### src/bsd_pkg.sv
package bsd_pkg;

	// Parameter defaults
	localparam int MAX_GROUP_DEF  = 1024;
	localparam int VALUE_BITS_DEF = 16;
	localparam int FRAC_BITS_DEF  = 8;

	// Fixed field widths
	localparam int TIME_W   = 32;
	localparam int SVAL_W   = 16;
	localparam int GSIZE_W  = 11;
	localparam int MTIME_W  = 40;
	localparam int RES_W    = 24;

	// Group size after reset
	localparam logic [GSIZE_W-1:0] GSIZE_RESET = 11'd16;

	// Q8.16 fractions
	localparam int FRAC_SHIFT = 16;
	localparam logic [RES_W-1:0] FRACTION_ONE = 24'd65536;

	// Group record queue depth (power of two)
	localparam int QUEUE_DEPTH = 2;

	// Back end sequencer
	typedef enum logic [2:0] {
		BK_IDLE,
		BK_MUL,
		BK_DIFF,
		BK_SQ_GO,
		BK_SQ_WAIT,
		BK_DV_GO,
		BK_DV_WAIT,
		BK_DONE
	} bk_state_t;

	// Division order; zero sum stops at POIS
	typedef enum logic [2:0] {
		OP_TIME,
		OP_VALUE,
		OP_RMS,
		OP_POIS,
		OP_RFRAC,
		OP_SPREAD
	} div_op_t;

endpackage

### src/bsd_queue.sv
module bsd_queue #(
	parameter int W = 8
) (
	input  logic clk,
	input  logic arst_n,
	input  logic push_valid,
	output logic push_ready,
	input  logic [W-1:0] push_data,
	output logic pop_valid,
	input  logic pop_ready,
	output logic [W-1:0] pop_data
);

	localparam int DEPTH = bsd_pkg::QUEUE_DEPTH;
	localparam int PTR_W = (DEPTH > 1) ? $clog2(DEPTH) : 1;
	localparam int CNT_W = $clog2(DEPTH+1);

	logic [W-1:0]     entry_q [DEPTH];
	logic [PTR_W-1:0] wr_q;
	logic [PTR_W-1:0] rd_q;
	logic [CNT_W-1:0] count_q;
	logic             do_push;
	logic             do_pop;

	assign push_ready = (count_q != CNT_W'(DEPTH));
	assign pop_valid  = (count_q != '0);
	assign pop_data   = entry_q[rd_q];
	assign do_push    = push_valid && push_ready;
	assign do_pop     = pop_valid && pop_ready;

	// Entry storage
	always_ff @(posedge clk) begin
		if (do_push) begin
			entry_q[wr_q] <= push_data;
		end
	end

	// Pointers and fill level
	always_ff @(posedge clk or negedge arst_n) begin
		if (!arst_n) begin
			wr_q    <= '0;
			rd_q    <= '0;
			count_q <= '0;
		end else begin
			if (do_push) begin
				wr_q <= wr_q + PTR_W'(1);
			end
			if (do_pop) begin
				rd_q <= rd_q + PTR_W'(1);
			end
			if (do_push && !do_pop) begin
				count_q <= count_q + CNT_W'(1);
			end else if (do_pop && !do_push) begin
				count_q <= count_q - CNT_W'(1);
			end
		end
	end

endmodule

### config.mk
export PLATFORM = sky130hd
export DESIGN_NAME = bsd_queue
export DESIGN_NICKNAME = d
export VERILOG_FILES = /design/src/bsd_pkg.sv /design/src/bsd_queue.sv
export SDC_FILE = /design/constraint.sdc
export NUM_CORES = 1
export LEC_CHECK = 0
export BUFFER_PORTS_ARGS = -buffer_cell sky130_fd_sc_hd__buf_4
export CORE_AREA = 2 2 41 43
export CTS_BUF_LIST = sky130_fd_sc_hd__clkbuf_4 sky130_fd_sc_hd__clkbuf_8
export DETAILED_ROUTE_END_ITERATION = 12
export DIE_AREA = 0 0 43 45
export GPL_ROUTABILITY_DRIVEN = 0
export PLACE_DENSITY = 0.81
export SYNTH_ARGS = -nofsm -noshare
export SYNTH_HDL_FRONTEND = slang
export SYNTH_SLANG_ARGS = --single-unit
### constraint.sdc
create_clock -name clk -period 2.8 [get_ports clk]
set_input_delay 0.7 -clock clk [delete_from_list [all_inputs] [get_ports clk]]
set_output_delay 0.7 -clock clk [all_outputs]
set_load 0.05 [all_outputs]
==> results.md <==
* Outcome: finished, final reports clean
* FF-to-FF Start: count_q[0]
* Post-CTS setup buffers at 0
* Cell internal pwr at roughly 0.7 mW
* Ant. Diodes at 0
* Initial antenna violation count at 0
* Min-delay worst type: in -> async
* Final worst-path setup slack at 0.649 ns
* Final hold vios at 0
* Vias in the first global route at 464
* Clock Power Share at 12.1%
* Synthesized flop and latch total at 20
* Crit-path cells: mux2_2 -> buf_4
* Switching part of the total at 42.0%
* Ys Warns at 0
* Layout cell share with drive strength beyond 1 at 53.7%
* Clk pin slew, worst setup/hold paths at ~0.1 ns
* Total CTS buffers at 3
* FMAX at approximately 0.46 GHz
* Crit path max fanout at 9
* Unrepaired setup endpoints after global routing: no
* Synth Net Count at 56
* Multi-input gate area at 198 um^2
* Die area at between 1500 and 2000 um^2
* Seq/Total Area, Yosys at 73.8%
* PortBufs at 21
* RR Endpoint: entry_q[0][5]
* FF+latch area at a little under 600 um^2
* Routed len/inst at ~15 um
* Arrival @ worst endpoint at 1.45 ns
* Area share of the largest cell type after synthesis at about three fifths
* CTS sink cnt at 20
* GRT Util Overall at 13.7%
* Routed vias/inst at 5.27
* FILL cells at around 120
* WP data required at 2.10 ns
* Slowest CP cell: dfrtp_1
* Largest cells by area after synthesis: edfxtp_1 61%, dfrtp_1 13%, mux2_2 11%
* Number of synthesized flops with an enable pin at 16
* Initial Util at 53.5%
* Mapped Cells at 43
* Setup TNS at 0 ns
* Final Setup Violations at 0
* Post-synthesis cell type count at 14
* Max stage delay on crit path at 0.58 ns
* Most frequent cell after synthesis: edfxtp_1
* Global-route wire length before repair at 1910 um
* Drt drc at 0
* Htree depth at 1
* Mapped cell area at 787 um^2
* Most frequent cells after synthesis: 16 x edfxtp_1, 8 x mux2_2, 4 x dfrtp_1
* Crit end category: output pin
* Max IR drop VDD at 0.769 mV
* Critical Path Start Type: flop
* Initial DRC count at 6
* Comb pwr share at 48.2%
* Power per cell area at 1220 nW/um^2
* PostCTS Resize Cnt at 0
* Commonest register cell after synthesis: edfxtp_1
* Clock latency on the worst-skew pair at 0.30 ns
* Rows at 14
* Root Driver: clkbuf_4
* Synth-to-Final Area Change at 25.8%
* CTS tree: built
* Core area at 1470 um^2
* I/O pin total at 22
* Worst R2R Setup Slack at 1.19 ns
* Clk_skew at 0.00797 ns
* Slew Limit Fails at 0
* Die height at 45 um
* Clk buf depth at 2
* Vias at 437
* Top cell type by total area after synthesis: edfxtp_1
* Crit Path Class: reg -> out
* DP HPWL at around 900 um
* Synth Area per Inst at around 18 um^2
* Hold-fix buffers, CTS at 0
* Largest net degree at the start of global routing at 12
* Min Hold Slack at approximately 0.18 ns
* ANT nets after route at 0
* Part of the power in registers at 39.7%
* Reg2Reg Depth at 3
* First-pass DRT Iterations at 3
* Final period util at 76.8%
* Final wirelength at 1220 um
* Pre-CTS WS at 0.965 ns
* Global-route congestion overflow total at 0
* Worst-margin pin slew at 0.679 ns
* Crit path time final at 2.15 ns
* Ys async rst share at 20.0%
* Die Span X at 43 um
* Leakage at just over 0.4 nW
* Slew margin rel. at 54.6%
* Sw power at about 0.5 mW
* Max Cap Viol at 0
* Nets@finish at 81
==> cells by family after synthesis <==
group | share of synthesized area, %
and+or+nand+nor | 6.52
adders and majority gates | 1.59
buffers and inverters | 1.11
muxes | 11.4
xor gates and xnor gates | 5.57
DFF | 73.8
==> layout make-up <==
| type | count | share of cell area [%] |
|---|---|---|
| sequential | 20 | 58.7 |
| multi-input combinational | 21 | 20.0 |
| timing repair buffer | 21 | 15.9 |
| clock buffer | 4 | 3.03 |
| tap | 16 | 2.02 |
| inverter | 1 | 0.379 |
==> flip-flops by register name, summed over array words and instances (netlist names) <==
name,flops
entry_q,16
rd_q,1
wr_q,1
count_q,2
==> worst max-delay path by stage <==
| stage | endpoint | start | slack [ns] | cells after the start |
|---|---|---|---|---|
| final | pop_data[0] | rd_q | 0.65 | 2 |
| after global routing | pop_data[0] | rd_q | 0.61 | 2 |
| after CTS | pop_data[0] | rd_q | 0.64 | 2 |
| after detailed placement | entry_q[0][4] | push_valid | 0.96 | 3 |
| after global placement | pop_data[0] | rd_q | 0.98 | 2 |
| after floorplan | pop_data[0] | rd_q | 1.14 | 2 |
==> per-layer routing <==
layer	up-vias	GRT usage, %	wire length [um]
met5	-	0	0
met4	0	6.67	9
met3	2	2.80	78
met2	19	24.5	633
met1	212	15.8	497
li1	204	-	-
==> cells in the final DEF, fill, tap and decap left out <==
cell and instances:
and3_1 1, buf_4 21, clkbuf_4 4, dfrtp_1 4, edfxtp_1 16, ha_1 1
inv_1 1, mux2_2 8, nand2_1 1, nand2_4 1, nand2b_4 1, nor2_1 2
or2_4 1, xnor2_1 3, xor2_1 2
==> metrics by stage <==
stage	utilization (%)	power (mW)	cell area, um^2	cells
2_1_floorplan	-	0.918	787	43
3_3_place_gp	65.2	1.06	960	79
3_5_place_dp	65.2	1.07	960	79
4_1_cts	67.3	1.22	990	83
5_1_grt	67.3	1.25	990	83
6_report	67.3	1.21	990	83
==> worst max-delay path: cells and delay by family, from the launching register on <==
kind	cells	cell delay, ns
muxes	1	0.39
DFF	1	0.58
buffers and inverters	1	0.19
==> power by group through the flow <==
stage	sequential (mW)	clock [mW]	combinational (mW)
2_1_floorplan	0.452	0	0.465
3_3_place_gp	0.483	0	0.573
3_5_place_dp	0.486	0	0.585
4_1_cts	0.480	0.150	0.587
5_1_grt	0.487	0.156	0.610
6_report	0.479	0.146	0.581
Power figures use the tool's default switching activity.
