**src/bsd_pkg.sv**
```systemverilog
package bsd_pkg;

	// Parameter defaults
	localparam int MAX_GROUP_DEF  = 1024;
	localparam int VALUE_BITS_DEF = 16;
	localparam int FRAC_BITS_DEF  = 8;

	// Fixed field widths
	localparam int TIME_W   = 32;
	localparam int SVAL_W   = 16;
	localparam int GSIZE_W  = 11;
	localparam int MTIME_W  = 40;
	localparam int RES_W    = 24;

	// Group size after reset
	localparam logic [GSIZE_W-1:0] GSIZE_RESET = 11'd16;

	// Q8.16 fractions
	localparam int FRAC_SHIFT = 16;
	localparam logic [RES_W-1:0] FRACTION_ONE = 24'd65536;

	// Group record queue depth (power of two)
	localparam int QUEUE_DEPTH = 2;

	// Back end sequencer
	typedef enum logic [2:0] {
		BK_IDLE,
		BK_MUL,
		BK_DIFF,
		BK_SQ_GO,
		BK_SQ_WAIT,
		BK_DV_GO,
		BK_DV_WAIT,
		BK_DONE
	} bk_state_t;

	// Division order; zero sum stops at POIS
	typedef enum logic [2:0] {
		OP_TIME,
		OP_VALUE,
		OP_RMS,
		OP_POIS,
		OP_RFRAC,
		OP_SPREAD
	} div_op_t;

endpackage

```
**src/bsd_front.sv**
```systemverilog
module bsd_front #(
	parameter int MAX_GROUP  = bsd_pkg::MAX_GROUP_DEF,
	parameter int VALUE_BITS = bsd_pkg::VALUE_BITS_DEF
) (
	input  logic clk,
	input  logic arst_n,
	input  logic cfg_we,
	input  logic [bsd_pkg::GSIZE_W-1:0] cfg_wdata,
	input  logic in_valid,
	output logic in_ready,
	input  logic [bsd_pkg::TIME_W-1:0] sample_time,
	input  logic [bsd_pkg::SVAL_W-1:0] sample_value,
	output logic push_valid,
	input  logic push_ready,
	output logic [$clog2(MAX_GROUP+1)-1:0] push_n,
	output logic [bsd_pkg::TIME_W+$clog2(MAX_GROUP)-1:0] push_tsum,
	output logic [((VALUE_BITS < bsd_pkg::SVAL_W) ? VALUE_BITS : bsd_pkg::SVAL_W)
		+$clog2(MAX_GROUP)-1:0] push_vsum,
	output logic [2*((VALUE_BITS < bsd_pkg::SVAL_W) ? VALUE_BITS : bsd_pkg::SVAL_W)
		+$clog2(MAX_GROUP)-1:0] push_qsum,
	output logic [((VALUE_BITS < bsd_pkg::SVAL_W) ? VALUE_BITS : bsd_pkg::SVAL_W)-1:0]
		push_range
);

	localparam int LG    = $clog2(MAX_GROUP);
	localparam int CNT_W = $clog2(MAX_GROUP+1);
	localparam int VB    = (VALUE_BITS < bsd_pkg::SVAL_W) ? VALUE_BITS : bsd_pkg::SVAL_W;
	localparam int TS_W  = bsd_pkg::TIME_W + LG;
	localparam int VS_W  = VB + LG;
	localparam int QS_W  = 2*VB + LG;

	logic [bsd_pkg::GSIZE_W-1:0] group_size_q;
	logic [CNT_W-1:0] fill_q;
	logic [TS_W-1:0]  tsum_q;
	logic [VS_W-1:0]  vsum_q;
	logic [QS_W-1:0]  qsum_q;
	logic [VB-1:0]    max_q;
	logic [VB-1:0]    min_q;

	logic [31:0]      gs_ext;
	logic [CNT_W-1:0] target;
	logic [CNT_W-1:0] fill_nx;
	logic             complete;
	logic             accept;
	logic [VB-1:0]    v;
	logic [2*VB-1:0]  sq;
	logic [TS_W-1:0]  tsum_nx;
	logic [VS_W-1:0]  vsum_nx;
	logic [QS_W-1:0]  qsum_nx;
	logic [VB-1:0]    max_nx;
	logic [VB-1:0]    min_nx;

	// Effective group size: zero means one, clamp at MAX_GROUP
	always_comb begin
		gs_ext = 32'(group_size_q);
		if (gs_ext == 32'd0) begin
			target = CNT_W'(1);
		end else if (gs_ext > 32'(MAX_GROUP)) begin
			target = CNT_W'(MAX_GROUP);
		end else begin
			target = CNT_W'(gs_ext);
		end
	end

	// Accumulate the new sample
	always_comb begin
		v        = sample_value[VB-1:0];
		sq       = (2*VB)'(v) * (2*VB)'(v);
		fill_nx  = fill_q + CNT_W'(1);
		tsum_nx  = tsum_q + TS_W'(sample_time);
		vsum_nx  = vsum_q + VS_W'(v);
		qsum_nx  = qsum_q + QS_W'(sq);
		max_nx   = (v > max_q) ? v : max_q;
		min_nx   = (v < min_q) ? v : min_q;
		complete = (fill_nx >= target);
	end

	// Stall only when the closing sample finds the queue full
	assign in_ready   = !complete || push_ready;
	assign accept     = in_valid && in_ready;
	assign push_valid = in_valid && complete;
	assign push_n     = fill_nx;
	assign push_tsum  = tsum_nx;
	assign push_vsum  = vsum_nx;
	assign push_qsum  = qsum_nx;
	assign push_range = max_nx - min_nx;

	always_ff @(posedge clk or negedge arst_n) begin
		if (!arst_n) begin
			group_size_q <= bsd_pkg::GSIZE_RESET;
			fill_q       <= '0;
			tsum_q       <= '0;
			vsum_q       <= '0;
			qsum_q       <= '0;
			max_q        <= '0;
			min_q        <= '1;
		end else begin
			if (cfg_we) begin
				group_size_q <= cfg_wdata;
			end
			if (accept) begin
				if (complete) begin
					fill_q <= '0;
					tsum_q <= '0;
					vsum_q <= '0;
					qsum_q <= '0;
					max_q  <= '0;
					min_q  <= '1;
				end else begin
					fill_q <= fill_nx;
					tsum_q <= tsum_nx;
					vsum_q <= vsum_nx;
					qsum_q <= qsum_nx;
					max_q  <= max_nx;
					min_q  <= min_nx;
				end
			end
		end
	end

endmodule

```
**config.mk**
```make
export PLATFORM = sky130hd
export DESIGN_NAME = bsd_front
export DESIGN_NICKNAME = d
export VERILOG_FILES = /design/src/bsd_pkg.sv /design/src/bsd_front.sv
export SDC_FILE = /design/constraint.sdc
export NUM_CORES = 1
export LEC_CHECK = 0
export ABC_AREA = 0
export ABC_CLOCK_PERIOD_IN_PS = 8500
export BUFFER_PORTS_ARGS = -buffer_cell sky130_fd_sc_hd__buf_4
export CAP_MARGIN = 25
export CORE_AREA = 3 3 187 189
export CTS_BUF_LIST = sky130_fd_sc_hd__clkbuf_2 sky130_fd_sc_hd__clkbuf_4 sky130_fd_sc_hd__clkbuf_8
export DETAILED_ROUTE_END_ITERATION = 8
export DIE_AREA = 0 0 190 192
export PLACE_DENSITY = 0.88
export SYNTH_ARGS = -nofsm -noshare
export SYNTH_HDL_FRONTEND = slang
export SYNTH_SLANG_ARGS = --single-unit
```
**constraint.sdc**
```tcl
create_clock -name clk -period 8.5 [get_ports clk]
set_input_delay 0.425 -clock clk [delete_from_list [all_inputs] [get_ports clk]]
set_output_delay 0.425 -clock clk [all_outputs]
set_load 0.01 [all_outputs]
```
==> impl_metrics.sql <==
INSERT INTO impl_metrics (metric_group, metric, value, unit) VALUES
('worst_setup_path', 'crit_path_cell_trace', 'buf_4, inv_1, nor2_1, inv_1, fa_1, fa_1, fa_1, fa_1, inv_1, fa_1, inv_1, fa_1, inv_1, ha_1, a2111oi_0, o21ai_0, o311a_1, nor2_1, o31a_1, o21ai_1, a21boi_0, o21ai_0, xnor2_1, buf_4', ''),
('die', 'core-area', '33400', 'µm²'),
('route', 'viasPerCell', '5.95', ''),
('layout', 'layoutNonFillerInstCount', '2826', ''),
('route', 'wire_per_inst', '18.5', 'µm'),
('worst_setup_path', 'max_stage_delay', '580', 'ps'),
('worst_setup_path', 'cp_num_cells', '24', ''),
('die', 'ioPinCount', '203', ''),
('layout', 'antenna_diode_count', '0', ''),
('sta', 'finClkSkew', '18.6', 'ps'),
('place', 'detailedPlacementHpwl', '39900', 'µm'),
('die', 'die-height', '192', 'µm'),
('yosys', 'synth_commonest_cells', '429 x sky130_fd_sc_hd__inv_1, 216 x sky130_fd_sc_hd__ha_1, 195 x sky130_fd_sc_hd__fa_1', ''),
('grt', 'grt_pass1_wl', '85700', 'µm'),
('cts', 'clock_sinks', '164', ''),
('yosys', 'postSynthAreaPerCell', '8.99', 'µm²'),
('yosys', 'yosysMostFrequentCell', 'sky130_fd_sc_hd__inv_1', ''),
('worst_setup_path', 'cp-startpoint', 'sample_value[1]', ''),
('cts', 'clock_path_buffers', '2', ''),
('sta', 'worstMarginPinSlew', '823', 'ps'),
('route', 'antenna_left', '0', ''),
('yosys', 'ys_top_cells_by_area', 'sky130_fd_sc_hd__fa_1 20%, sky130_fd_sc_hd__dfrtp_1 18%, sky130_fd_sc_hd__ha_1 14%', ''),
('worst_setup_path', 'cp_data_required_time', '8080', 'ps'),
('worst_setup_path', 'critPathCapture', 'push_qsum[24]', ''),
('yosys', 'yosysWarningCount', '0', ''),
('yosys', 'seq_area_frac_synth', '0.207', ''),
('worst_setup_path', 'critical_path.reg2reg.startpoint', 'qsum_q[11]', ''),
('worst_setup_path', 'max_fanout_on_critical_path', '19', ''),
('grt', 'grt_pass1_vias', '17824', ''),
('die', 'floorplan.rows', '67', ''),
('worst_setup_path', 'setup.worst_path.start_class', 'primary input', ''),
('sta', 'achievable-frequency', '132', 'MHz'),
('route', 'dr.pass1.iters', '6', ''),
('yosys', 'yosys.area.top_type_share', '0.196', ''),
('yosys', 'postSynthCellCount', '2214', ''),
('grt', 'grt_max_degree', '109', ''),
('route', 'detail_route.wirelength', '52400', 'µm'),
('yosys', 'synth_enable_flop_cells', '0', ''),
('cts', 'cts_resized', '0', ''),
('route', 'routed-via-count', '16825', ''),
('run_status', 'outcome', 'complete, no violations', ''),
('sta', 'post-route-min-period', '7580', 'ps'),
('place', 'portBuffers', '202', ''),
('layout', 'synthToLayoutAreaGrowth', '11.3', '%'),
('yosys', 'mappedNetlistNets', '2689', ''),
('worst_setup_path', 'critPathBufInv', '7', ''),
('sta', 'period_share', '0.891', ''),
('cts', 'clkSlewWorstSetupHoldPaths', '110', 'ps'),
('worst_setup_path', 'worst_r2r_path_depth', '16', ''),
('sta', 'setup_viol', '0', ''),
('sta', 'fin_setup_tns', '0', 'ps'),
('yosys', 'synth_async_sr_flop_share', '1.00', ''),
('yosys', 'netlist.top_cell.by_area', 'sky130_fd_sc_hd__fa_1', ''),
('sta', 'relSlewSlack', '0.448', ''),
('min_path', 'hp-class', 'in -> reg', ''),
('route', 'drt-initial-drc-count', '1128', ''),
('worst_setup_path', 'critPathMostFrequentCell', 'sky130_fd_sc_hd__fa_1', ''),
('grt', 'globalRouteOverflowTotal', '0', ''),
('die', 'initial_core_util', '0.595', ''),
('route', 'remaining_drc_errors', '0', ''),
('place', 'place_congestion', '0.974', ''),
('sta', 'grt_setup_unrepaired', 'false', ''),
('place', 'dp.cells', '2791', ''),
('yosys', 'synth_cell_types', '86', ''),
('grt', 'global_route.usage.total', '0.291', ''),
('cts', 'ctsRootBufferMaster', 'sky130_fd_sc_hd__clkbuf_8', ''),
('layout', 'finalNetCount', '2840', ''),
('grt', 'grt_antenna_before_repair', '0', ''),
('worst_setup_path', 'family_of_cells_with_the_greatest_summed_delay_on_the_critical_path', 'adder cells', ''),
('sta', 'final_ws_setup', '924', 'ps'),
('yosys', 'syn_area', '19900', 'µm²');
per-layer routing:
metal | GRT usage | routed length (µm) | vias to the layer above
met3 | 0.0553 | 3900 | 162
li1 | - | - | 7666
met2 | 0.506 | 26300 | 739
met4 | 0.123 | 2230 | 0
met1 | 0.355 | 19900 | 8258
met5 | 0 | 0 | -
logic make-up (layout without fill, tap and decap cells):
kind of cell / count (synthesis) / count (layout) / synth area share
buffers and inverters: 510 / 674 / 0.0992
and+or+nand+nor: 501 / 501 / 0.123
AOI/OAI and AO/OA: 471 / 471 / 0.167
adders and majority gates: 411 / 411 / 0.332
DFF: 164 / 164 / 0.207
xor gates and xnor gates: 125 / 125 / 0.0550
muxes: 32 / 32 / 0.0171
worst min path at each step:
stage                            start               to  slack [ps]  cells past startpoint
after global placement      qsum_q[30]       qsum_q[30]         490                      1
after global routing      cfg_wdata[0]  group_size_q[0]         130                      2
after CTS                       arst_n  group_size_q[3]         110                      1
final                     cfg_wdata[0]  group_size_q[0]         160                      2
after detailed placement    tsum_q[27]       tsum_q[27]         490                      1
after floorplan                 arst_n        fill_q[0]         130                      0
cell type report:
cell class	count	area, µm²
fill	2583	11300
clock buffer	17	234
multi-input combinational	1540	13800
inverter	430	1610
timing repair buffer	212	1620
clock inverter	15	169
tap	448	561
sequential	164	4130
state kept, by name (all words and copies together), names as in the netlist:
signal        cells
qsum_q           42
group_size_q     11
tsum_q           42
min_q            16
max_q            16
vsum_q           26
fill_q           11
cell usage in the layout, fill, tap and decap left out, types with 11 or more instances in the layout:
cell type	synthesis	routed
sky130_fd_sc_hd__inv_1	429	429
sky130_fd_sc_hd__ha_1	216	216
sky130_fd_sc_hd__buf_4	1	209
sky130_fd_sc_hd__fa_1	195	195
sky130_fd_sc_hd__nand2_1	192	191
sky130_fd_sc_hd__dfrtp_1	147	147
sky130_fd_sc_hd__a21oi_1	113	112
sky130_fd_sc_hd__a22o_1	94	94
sky130_fd_sc_hd__nor2_1	86	86
sky130_fd_sc_hd__xnor2_1	85	85
sky130_fd_sc_hd__o21ai_0	77	77
sky130_fd_sc_hd__xor2_1	40	40
sky130_fd_sc_hd__nand3_1	39	39
sky130_fd_sc_hd__and2_1	37	37
sky130_fd_sc_hd__a21o_1	37	37
sky130_fd_sc_hd__and3_1	32	32
sky130_fd_sc_hd__nor2b_1	23	23
sky130_fd_sc_hd__nor3_1	19	19
sky130_fd_sc_hd__clkbuf_8	1	17
sky130_fd_sc_hd__dfstp_2	17	17
sky130_fd_sc_hd__mux2i_1	16	16
sky130_fd_sc_hd__mux2_2	16	16
sky130_fd_sc_hd__o21a_1	16	16
sky130_fd_sc_hd__nand4_1	14	14
sky130_fd_sc_hd__a22oi_1	14	14
sky130_fd_sc_hd__a211oi_1	11	11
timing repair:
action	4_1_cts	5_1_grt
hold buffers	0	1
hold endpoints to repair	0	11
buffers inserted	0	0
metrics by stage:
step                instance area, µm²  utilization  hold slack, ps
global route                     22200        0.662             128
floorplan                        19900            -             129
global placement                 21700        0.649             485
CTS                              22100        0.661             106
finish                           22200        0.662             161
detailed placement               21700        0.649             486
Power is left out: the tool's default activity adds up to more than one toggle a clock period on the data nets, which glitch-free logic cannot reach.
