`config.mk`:
```
export PLATFORM = sky130hd
export DESIGN_NAME = bsd_back
export DESIGN_NICKNAME = d
export VERILOG_FILES = /design/src/bsd_pkg.sv /design/src/bsd_sqrt.sv /design/src/bsd_div.sv /design/src/bsd_back.sv
export SDC_FILE = /design/constraint.sdc
export NUM_CORES = 2
export LEC_CHECK = 0
export BUFFER_PORTS_ARGS = -buffer_cell sky130_fd_sc_hd__buf_2
export CORE_MARGIN = 2
export CORE_UTILIZATION = 25
export DETAILED_ROUTE_END_ITERATION = 8
export GPL_ROUTABILITY_DRIVEN = 1
export GPL_TIMING_DRIVEN = 0
export PLACE_DENSITY_LB_ADDON = 0.2
export SLEW_MARGIN = 20
export SYNTH_ARGS = -nofsm -noshare
export SYNTH_HDL_FRONTEND = slang
export SYNTH_SLANG_ARGS = --single-unit
```
`constraint.sdc`:
```
create_clock -name clk -period 29.9 [get_ports clk]
set_clock_uncertainty 0.15 [all_clocks]
set_input_delay 2.99 -clock clk [delete_from_list [all_inputs] [get_ports clk]]
set_output_delay 2.99 -clock clk [all_outputs]
set_load 0.005 [all_outputs]
```
`src/bsd_pkg.sv`:
```
package bsd_pkg;

	// Parameter defaults
	localparam int MAX_GROUP_DEF  = 1024;
	localparam int VALUE_BITS_DEF = 16;
	localparam int FRAC_BITS_DEF  = 8;

	// Fixed field widths
	localparam int TIME_W   = 32;
	localparam int SVAL_W   = 16;
	localparam int GSIZE_W  = 11;
	localparam int MTIME_W  = 40;
	localparam int RES_W    = 24;

	// Group size after reset
	localparam logic [GSIZE_W-1:0] GSIZE_RESET = 11'd16;

	// Q8.16 fractions
	localparam int FRAC_SHIFT = 16;
	localparam logic [RES_W-1:0] FRACTION_ONE = 24'd65536;

	// Group record queue depth (power of two)
	localparam int QUEUE_DEPTH = 2;

	// Back end sequencer
	typedef enum logic [2:0] {
		BK_IDLE,
		BK_MUL,
		BK_DIFF,
		BK_SQ_GO,
		BK_SQ_WAIT,
		BK_DV_GO,
		BK_DV_WAIT,
		BK_DONE
	} bk_state_t;

	// Division order; zero sum stops at POIS
	typedef enum logic [2:0] {
		OP_TIME,
		OP_VALUE,
		OP_RMS,
		OP_POIS,
		OP_RFRAC,
		OP_SPREAD
	} div_op_t;

endpackage

```
`src/bsd_sqrt.sv`:
```
module bsd_sqrt #(
	parameter int SQ_W = 8
) (
	input  logic clk,
	input  logic arst_n,
	input  logic start,
	input  logic [SQ_W-1:0] radicand,
	output logic done,
	output logic [SQ_W/2-1:0] root
);

	localparam int RT_W  = SQ_W/2;
	localparam int CNT_W = $clog2(RT_W+1);

	logic [SQ_W-1:0]   x_q;
	logic [RT_W-1:0]   root_q;
	logic [RT_W-1:0]   rem_q;
	logic [CNT_W-1:0]  cnt_q;
	logic              busy_q;
	logic              done_q;
	logic [RT_W+1:0]   r2;
	logic [RT_W+1:0]   trial;
	logic [RT_W+1:0]   rem_nx;
	logic              ge;

	// One root bit per cycle, two radicand bits in
	// (the remainder fits RT_W bits until the last step, whose remainder is dropped)
	always_comb begin
		r2     = {rem_q, x_q[SQ_W-1 -: 2]};
		trial  = {root_q, 2'b01};
		ge     = (r2 >= trial);
		rem_nx = ge ? (r2 - trial) : r2;
	end

	assign done = done_q;
	assign root = root_q;

	always_ff @(posedge clk or negedge arst_n) begin
		if (!arst_n) begin
			busy_q <= 1'b0;
			done_q <= 1'b0;
			cnt_q  <= '0;
		end else begin
			done_q <= 1'b0;
			if (start) begin
				busy_q <= 1'b1;
				cnt_q  <= CNT_W'(RT_W);
			end else if (busy_q) begin
				cnt_q <= cnt_q - CNT_W'(1);
				if (cnt_q == CNT_W'(1)) begin
					busy_q <= 1'b0;
					done_q <= 1'b1;
				end
			end
		end
	end

	// Datapath
	always_ff @(posedge clk) begin
		if (start) begin
			x_q    <= radicand;
			root_q <= '0;
			rem_q  <= '0;
		end else if (busy_q) begin
			x_q    <= {x_q[SQ_W-3:0], 2'b00};
			rem_q  <= rem_nx[RT_W-1:0];
			root_q <= {root_q[RT_W-2:0], ge};
		end
	end

endmodule

```
`src/bsd_div.sv`:
```
module bsd_div #(
	parameter int DN_W = 8,
	parameter int DD_W = 8
) (
	input  logic clk,
	input  logic arst_n,
	input  logic start,
	input  logic [DN_W-1:0] num,
	input  logic [DD_W-1:0] den,
	output logic done,
	output logic [DN_W-1:0] quo
);

	localparam int CNT_W = $clog2(DN_W+1);

	logic [DN_W-1:0]  q_q;
	logic [DD_W-1:0]  rem_q;
	logic [DD_W-1:0]  den_q;
	logic [CNT_W-1:0] cnt_q;
	logic             busy_q;
	logic             done_q;
	logic [DD_W:0]    r2;
	logic [DD_W-1:0]  diff;
	logic             ge;

	// Restoring division, one quotient bit per cycle
	always_comb begin
		r2   = {rem_q, q_q[DN_W-1]};
		diff = r2[DD_W-1:0] - den_q;
		ge   = (r2 >= {1'b0, den_q});
	end

	assign done = done_q;
	assign quo  = q_q;

	always_ff @(posedge clk or negedge arst_n) begin
		if (!arst_n) begin
			busy_q <= 1'b0;
			done_q <= 1'b0;
			cnt_q  <= '0;
		end else begin
			done_q <= 1'b0;
			if (start) begin
				busy_q <= 1'b1;
				cnt_q  <= CNT_W'(DN_W);
			end else if (busy_q) begin
				cnt_q <= cnt_q - CNT_W'(1);
				if (cnt_q == CNT_W'(1)) begin
					busy_q <= 1'b0;
					done_q <= 1'b1;
				end
			end
		end
	end

	// Datapath
	always_ff @(posedge clk) begin
		if (start) begin
			q_q   <= num;
			rem_q <= '0;
			den_q <= den;
		end else if (busy_q) begin
			rem_q <= ge ? diff : r2[DD_W-1:0];
			q_q   <= {q_q[DN_W-2:0], ge};
		end
	end

endmodule

```
`src/bsd_back.sv`:
```
module bsd_back #(
	parameter int MAX_GROUP  = bsd_pkg::MAX_GROUP_DEF,
	parameter int VALUE_BITS = bsd_pkg::VALUE_BITS_DEF,
	parameter int FRAC_BITS  = bsd_pkg::FRAC_BITS_DEF
) (
	input  logic clk,
	input  logic arst_n,
	input  logic rec_valid,
	output logic rec_ready,
	input  logic [$clog2(MAX_GROUP+1)-1:0] rec_n,
	input  logic [bsd_pkg::TIME_W+$clog2(MAX_GROUP)-1:0] rec_tsum,
	input  logic [((VALUE_BITS < bsd_pkg::SVAL_W) ? VALUE_BITS : bsd_pkg::SVAL_W)
		+$clog2(MAX_GROUP)-1:0] rec_vsum,
	input  logic [2*((VALUE_BITS < bsd_pkg::SVAL_W) ? VALUE_BITS : bsd_pkg::SVAL_W)
		+$clog2(MAX_GROUP)-1:0] rec_qsum,
	input  logic [((VALUE_BITS < bsd_pkg::SVAL_W) ? VALUE_BITS : bsd_pkg::SVAL_W)-1:0]
		rec_range,
	output logic out_valid,
	input  logic out_ready,
	output logic [bsd_pkg::MTIME_W-1:0] mean_time,
	output logic [bsd_pkg::RES_W-1:0] mean_value,
	output logic [bsd_pkg::RES_W-1:0] rms_value,
	output logic [bsd_pkg::RES_W-1:0] poisson_error,
	output logic [bsd_pkg::RES_W-1:0] rms_fraction,
	output logic [bsd_pkg::RES_W-1:0] spread_fraction
);

	localparam int LG    = $clog2(MAX_GROUP);
	localparam int CNT_W = $clog2(MAX_GROUP+1);
	localparam int VB    = (VALUE_BITS < bsd_pkg::SVAL_W) ? VALUE_BITS : bsd_pkg::SVAL_W;
	localparam int TS_W  = bsd_pkg::TIME_W + LG;
	localparam int VS_W  = VB + LG;
	localparam int QS_W  = 2*VB + LG;
	localparam int D_W   = QS_W + CNT_W;
	localparam int FS    = bsd_pkg::FRAC_SHIFT;
	localparam int SQ_W  = ((D_W + 2*FS + 1)/2)*2;
	localparam int RT_W  = SQ_W/2;
	localparam int RSH   = FS - FRAC_BITS;
	localparam int SP_W  = VB + CNT_W + FS;
	localparam int NA_W  = (TS_W > VS_W) ? TS_W + FRAC_BITS : VS_W + FRAC_BITS;
	localparam int NB_W  = (RT_W > SP_W) ? RT_W : SP_W;
	localparam int DN_W  = (NA_W > NB_W) ? NA_W : NB_W;
	localparam int DD_W  = (CNT_W > VS_W) ? CNT_W : VS_W;
	localparam int MT_W  = bsd_pkg::MTIME_W;
	localparam int R_W   = bsd_pkg::RES_W;
	localparam int QX_W  = DN_W + MT_W;

	bsd_pkg::bk_state_t state_q, state_nx;
	bsd_pkg::div_op_t   op_q;

	logic [CNT_W-1:0] n_q;
	logic [TS_W-1:0]  tsum_q;
	logic [VS_W-1:0]  vsum_q;
	logic [QS_W-1:0]  qsum_q;
	logic [VB-1:0]    range_q;
	logic [D_W-1:0]   nq_q;
	logic [D_W-1:0]   ss_q;
	logic [SP_W-1:0]  spr_q;
	logic [D_W-1:0]   d_q;
	logic [RT_W-1:0]  rootd_q;
	logic [RT_W-1:0]  roots_q;
	logic             sq_op_q;

	logic [MT_W-1:0]  r_time_q;
	logic [R_W-1:0]   r_val_q;
	logic [R_W-1:0]   r_rms_q;
	logic [R_W-1:0]   r_pois_q;
	logic [R_W-1:0]   r_rf_q;
	logic [R_W-1:0]   r_sp_q;

	logic             out_valid_q;
	logic [MT_W-1:0]  mean_time_q;
	logic [R_W-1:0]   mean_value_q;
	logic [R_W-1:0]   rms_value_q;
	logic [R_W-1:0]   poisson_error_q;
	logic [R_W-1:0]   rms_fraction_q;
	logic [R_W-1:0]   spread_fraction_q;

	logic             sq_start;
	logic             sq_done;
	logic [SQ_W-1:0]  sq_rad;
	logic [RT_W-1:0]  sq_root;
	logic             dv_start;
	logic             dv_done;
	logic [DN_W-1:0]  dv_num;
	logic [DD_W-1:0]  dv_den;
	logic [DN_W-1:0]  dv_quo;
	logic [QX_W-1:0]  qx;
	logic [MT_W-1:0]  sat40;
	logic [R_W-1:0]   sat24;
	logic             load_out;

	// Shared square root: D then S, both scaled by 2^32
	bsd_sqrt #(.SQ_W(SQ_W)) u_sqrt (
		.clk      (clk),
		.arst_n   (arst_n),
		.start    (sq_start),
		.radicand (sq_rad),
		.done     (sq_done),
		.root     (sq_root)
	);

	// Shared divider for all six results
	bsd_div #(.DN_W(DN_W), .DD_W(DD_W)) u_div (
		.clk    (clk),
		.arst_n (arst_n),
		.start  (dv_start),
		.num    (dv_num),
		.den    (dv_den),
		.done   (dv_done),
		.quo    (dv_quo)
	);

	assign sq_rad = sq_op_q ? (SQ_W'(vsum_q) << (2*FS)) : (SQ_W'(d_q) << (2*FS));

	// Divider operands per step
	always_comb begin
		case (op_q)
			bsd_pkg::OP_TIME: begin
				dv_num = DN_W'(tsum_q) << FRAC_BITS;
				dv_den = DD_W'(n_q);
			end
			bsd_pkg::OP_VALUE: begin
				dv_num = DN_W'(vsum_q) << FRAC_BITS;
				dv_den = DD_W'(n_q);
			end
			bsd_pkg::OP_RMS: begin
				dv_num = DN_W'(rootd_q >> RSH);
				dv_den = DD_W'(n_q);
			end
			bsd_pkg::OP_POIS: begin
				dv_num = DN_W'(roots_q >> RSH);
				dv_den = DD_W'(n_q);
			end
			bsd_pkg::OP_RFRAC: begin
				dv_num = DN_W'(rootd_q);
				dv_den = DD_W'(vsum_q);
			end
			bsd_pkg::OP_SPREAD: begin
				dv_num = DN_W'(spr_q);
				dv_den = DD_W'(vsum_q);
			end
			default: begin
				dv_num = '0;
				dv_den = DD_W'(n_q);
			end
		endcase
	end

	// Saturate the quotient to the result fields
	always_comb begin
		qx    = QX_W'(dv_quo);
		sat40 = (|qx[QX_W-1:MT_W]) ? '1 : qx[MT_W-1:0];
		sat24 = (|qx[QX_W-1:R_W]) ? '1 : qx[R_W-1:0];
	end

	// Sequencer: next state and unit requests
	always_comb begin
		state_nx  = state_q;
		rec_ready = 1'b0;
		sq_start  = 1'b0;
		dv_start  = 1'b0;
		load_out  = 1'b0;
		case (state_q)
			bsd_pkg::BK_IDLE: begin
				rec_ready = 1'b1;
				if (rec_valid) begin
					state_nx = bsd_pkg::BK_MUL;
				end
			end
			bsd_pkg::BK_MUL: begin
				state_nx = bsd_pkg::BK_DIFF;
			end
			bsd_pkg::BK_DIFF: begin
				state_nx = bsd_pkg::BK_SQ_GO;
			end
			bsd_pkg::BK_SQ_GO: begin
				sq_start = 1'b1;
				state_nx = bsd_pkg::BK_SQ_WAIT;
			end
			bsd_pkg::BK_SQ_WAIT: begin
				if (sq_done) begin
					state_nx = sq_op_q ? bsd_pkg::BK_DV_GO : bsd_pkg::BK_SQ_GO;
				end
			end
			bsd_pkg::BK_DV_GO: begin
				dv_start = 1'b1;
				state_nx = bsd_pkg::BK_DV_WAIT;
			end
			bsd_pkg::BK_DV_WAIT: begin
				if (dv_done) begin
					if (op_q == bsd_pkg::OP_SPREAD ||
						(op_q == bsd_pkg::OP_POIS && vsum_q == '0)) begin
						state_nx = bsd_pkg::BK_DONE;
					end else begin
						state_nx = bsd_pkg::BK_DV_GO;
					end
				end
			end
			bsd_pkg::BK_DONE: begin
				if (!out_valid_q || out_ready) begin
					load_out = 1'b1;
					state_nx = bsd_pkg::BK_IDLE;
				end
			end
			default: begin
				state_nx = bsd_pkg::BK_IDLE;
			end
		endcase
	end

	always_ff @(posedge clk or negedge arst_n) begin
		if (!arst_n) begin
			state_q     <= bsd_pkg::BK_IDLE;
			out_valid_q <= 1'b0;
		end else begin
			state_q <= state_nx;
			if (load_out) begin
				out_valid_q <= 1'b1;
			end else if (out_ready) begin
				out_valid_q <= 1'b0;
			end
		end
	end

	// Working registers
	always_ff @(posedge clk) begin
		case (state_q)
			bsd_pkg::BK_IDLE: begin
				n_q     <= rec_n;
				tsum_q  <= rec_tsum;
				vsum_q  <= rec_vsum;
				qsum_q  <= rec_qsum;
				range_q <= rec_range;
			end
			bsd_pkg::BK_MUL: begin
				nq_q  <= D_W'(n_q) * D_W'(qsum_q);
				ss_q  <= D_W'(vsum_q) * D_W'(vsum_q);
				spr_q <= (SP_W'(range_q) * SP_W'(n_q)) << FS;
			end
			bsd_pkg::BK_DIFF: begin
				d_q     <= (nq_q >= ss_q) ? (nq_q - ss_q) : '0;
				sq_op_q <= 1'b0;
			end
			bsd_pkg::BK_SQ_WAIT: begin
				if (sq_done) begin
					if (sq_op_q) begin
						roots_q <= sq_root;
						op_q    <= bsd_pkg::OP_TIME;
					end else begin
						rootd_q <= sq_root;
						sq_op_q <= 1'b1;
					end
				end
			end
			bsd_pkg::BK_DV_WAIT: begin
				if (dv_done) begin
					case (op_q)
						bsd_pkg::OP_TIME: begin
							r_time_q <= sat40;
							op_q     <= bsd_pkg::OP_VALUE;
						end
						bsd_pkg::OP_VALUE: begin
							r_val_q <= sat24;
							op_q    <= bsd_pkg::OP_RMS;
						end
						bsd_pkg::OP_RMS: begin
							r_rms_q <= sat24;
							op_q    <= bsd_pkg::OP_POIS;
						end
						bsd_pkg::OP_POIS: begin
							r_pois_q <= sat24;
							op_q     <= bsd_pkg::OP_RFRAC;
							// zero mean: both fractions read 1.0
							r_rf_q   <= bsd_pkg::FRACTION_ONE;
							r_sp_q   <= bsd_pkg::FRACTION_ONE;
						end
						bsd_pkg::OP_RFRAC: begin
							r_rf_q <= sat24;
							op_q   <= bsd_pkg::OP_SPREAD;
						end
						bsd_pkg::OP_SPREAD: begin
							r_sp_q <= sat24;
						end
						default: begin
							op_q <= bsd_pkg::OP_TIME;
						end
					endcase
				end
			end
			default: begin
			end
		endcase
	end

	// Output register
	always_ff @(posedge clk) begin
		if (load_out) begin
			mean_time_q       <= r_time_q;
			mean_value_q      <= r_val_q;
			rms_value_q       <= r_rms_q;
			poisson_error_q   <= r_pois_q;
			rms_fraction_q    <= r_rf_q;
			spread_fraction_q <= r_sp_q;
		end
	end

	assign out_valid       = out_valid_q;
	assign mean_time       = mean_time_q;
	assign mean_value      = mean_value_q;
	assign rms_value       = rms_value_q;
	assign poisson_error   = poisson_error_q;
	assign rms_fraction    = rms_fraction_q;
	assign spread_fraction = spread_fraction_q;

endmodule

```
==> results.toml <==
[timing]
rsz0062_at_grt = "no"
fin_crit_ns = 10.21
hold_viol = 0
worst_pin_slew_ns = 1.19
fin_crit_sh_pct = 34.1
max_freq_mhz = 98.0
slew_violations = 0
final-setup-viol-count = 0
fin_tns_setup_ns = 0
relSlewSlack_pct = 20.6

[place]
io_buffers = 302
place.gp.congestion = 0.895
post-dp-hpwl_um = 219000
placed_area_mm2 = 0.0889

[run_status]
status = "completed"

[critical_path]
cp_common_cell = "fa_1"
r2r_end = "ss_q[46]"
reg2regPathDepth = 26
critPathRequiredTime_ns = 30.30
critPathMaxFanout = 10
cp.arrival_ns = 10.61
worstSetupPathDepth = 26
ff2ff_setup_slack_ns = 19.69
crit_buf_inv = 7
startpoint_type = "flop"
cp_top_family = "adder cells"
critPathSlowestCell = "edfxtp_1"
cpPeakStageDelay_ns = 0.81
path_class = "reg2reg"
timing.rr.start = "vsum_q[13]"
worstSetupEndpointType = "flop"

[final_layout]
layout_commonest_cell = "inv_1"
syn2layout_area_growth_pct = 14.6
most-common-layout-cells = "inv_1, fa_1, nand2_1, edfxtp_1, ha_1"
fin_area_mm2 = 0.0929
fillers = 33900
fin_nets = 9712
drive_above_1_share_pct = 9.29

[clock_tree]
hold_buffers = 0
clock_sinks = 985
worstSkewPairLatency_ns = 0.89
h-tree-depth = 3
cts_buffer_depth = 4
root_buffer = "clkbuf_16"
cts_setup_buffers = 0
cts_made_buffers = 118
cts.repair.resized = 0
cts_tree = "yes"
clk_pin_slew_worst_paths_ns = 0.06

[yosys]
seq_area_frac_synth_pct = 35.0
synthMuxAreaShare_pct = 2.08
synth-simple-area-share_pct = 11.9
synthCells = 7601
synth-adder-area-share_pct = 32.1
synth_edf_count = 853
synth_compound_area_share_pct = 8.69
synth_top_area_share_pct = 31.6
syn_avg_cell_area_um2 = 10.7
synth_warnings = 0
yosys-top-cells-area = "edfxtp_1, fa_1, ha_1"
yosys.area.top_type = "edfxtp_1"
syn_nets = 9223
synth_ff_type = "edfxtp_1"
syn_area_mm2 = 0.0811
ys_types = 106
synth-seq-cells = 985
async_flop_share_pct = 2.03
synth_top_family_by_area = "adder cells"
synth_xor_area_share_pct = 2.57

[worst_hold_path]
whs_path_depth = 0
worstHoldStart = "r_pois_q[11]"
min_path_type = "reg2reg"
whs_endpoint = "poisson_error[11]"

[drt]
dr.pass1.iters = 5
ant_nets = 0
via_count = 56200
routedWlPerCell_um = 21.7
via_per_inst = 4.49
drt-total-wl_um = 272000
detailedRoute.firstIterationViolations = 3892
drc = 0

[die]
die_area_mm2 = 0.329
die_h_um = 573
die-width_um = 573
io_pins = 303
core_area_mm2 = 0.323
rows = 209
initial_core_util_pct = 25.1

[global_routing]
grt_pass1_vias = 59400
grt_first_pass_wirelength_um = 403000
grt_overflow_total = 0
grt_usage_pct = 16.4
antenna_found_initial = 30
grt_max_degree = 55

[flow_run]
cap_viol_max_count = 0
how the worst max path moves through the flow:
stage | startpoint | end
after detailed placement | vsum_q[13] | ss_q[46]
after global routing | vsum_q[2] | ss_q[46]
final | vsum_q[13] | ss_q[46]
after global placement | state_q[0] | rec_ready
after floorplan | state_q[0] | rec_ready
after CTS | vsum_q[13] | ss_q[46]
logic make-up (layout without fill, tap and decap cells):
family	Yosys count	after routing
adders and majority gates	1481	1481
buffers and inverters	1631	2214
muxes	158	158
other	0	8
xor gates and xnor gates	238	238
and+or+nand+nor	2035	2035
DFF	985	985
AOI/OAI and AO/OA	1073	1073
final cells by class:
class                      count  area (µm²)  share of cell area, %
sequential                   985       28400                   30.5
clock inverter                81         982                   1.06
buffer                       370        1500                   1.62
tap                         4325        5410                   5.82
antenna                        8        20.0                 0.0215
multi-input combinational   4985       46600                   50.1
timing repair buffer         369        2290                   2.47
clock buffer                 133        3040                   3.27
inverter                    1261        4740                   5.10
flip-flops by register name (all words and copies together) (netlist names), 27 cells and up:
name and count:
mean_time 40, u_div.quo 50, rootd_q 43, r_time_q 40, d_q 53, nq_q 53
spr_q 27, tsum_q 42, u_sqrt.rem_q 43, u_sqrt.x_q 54, roots_q 35, ss_q 51
qsum_q 42, u_sqrt.root 43
synth_stat cells, types with 15 or more instances:
cell type  instances
inv_1           1260
fa_1             998
nand2_1          871
edfxtp_1         853
ha_1             483
and2_1           403
nor2_1           355
clkbuf_1         323
a21oi_1          306
o21ai_0          254
a21o_1           136
xnor2_1          134
mux2i_1          122
dfxtp_1          112
xor2_1           104
nand3_1           66
or2_2             47
nand4_1           42
nand2b_1          39
nor2b_1           39
nor3_1            38
o21a_1            36
and3_1            35
a31oi_1           34
o21bai_1          33
mux2_2            31
a22oi_1           26
nor4_1            26
a211oi_1          23
a22o_1            21
buf_1             21
o21ai_1           21
dfrtp_1           20
or3_1             18
buf_2             17
o211ai_1          17
o221ai_1          15
o31ai_1           15
metrics by stage:
| step | instances | util (%) | hold slack, ns | worst slack, ns |
|---|---|---|---|---|
| final | 12500 | 28.7 | 0.223 | 19.69 |
| after global routing | 12500 | 28.7 | 0.223 | 19.27 |
| after CTS | 12500 | 28.7 | 0.221 | 19.53 |
| after detailed placement | 12300 | 27.5 | 0.255 | 19.69 |
| after global placement | 12200 | 27.2 | 0.252 | 8.01 |
| after floorplan | 7601 | - | 0.250 | 16.60 |
routing by layer:
metal	routed length [µm]	up-vias	global-route usage [%]
met1	127000	28600	23.2
met5	60	-	0
met2	122000	1537	25.9
li1	-	25800	-
met3	14300	329	2.23
met4	9020	10	5.00
Power is not shown: default switching activity piles up to over one toggle a cycle in this logic, so the estimate is an artifact.
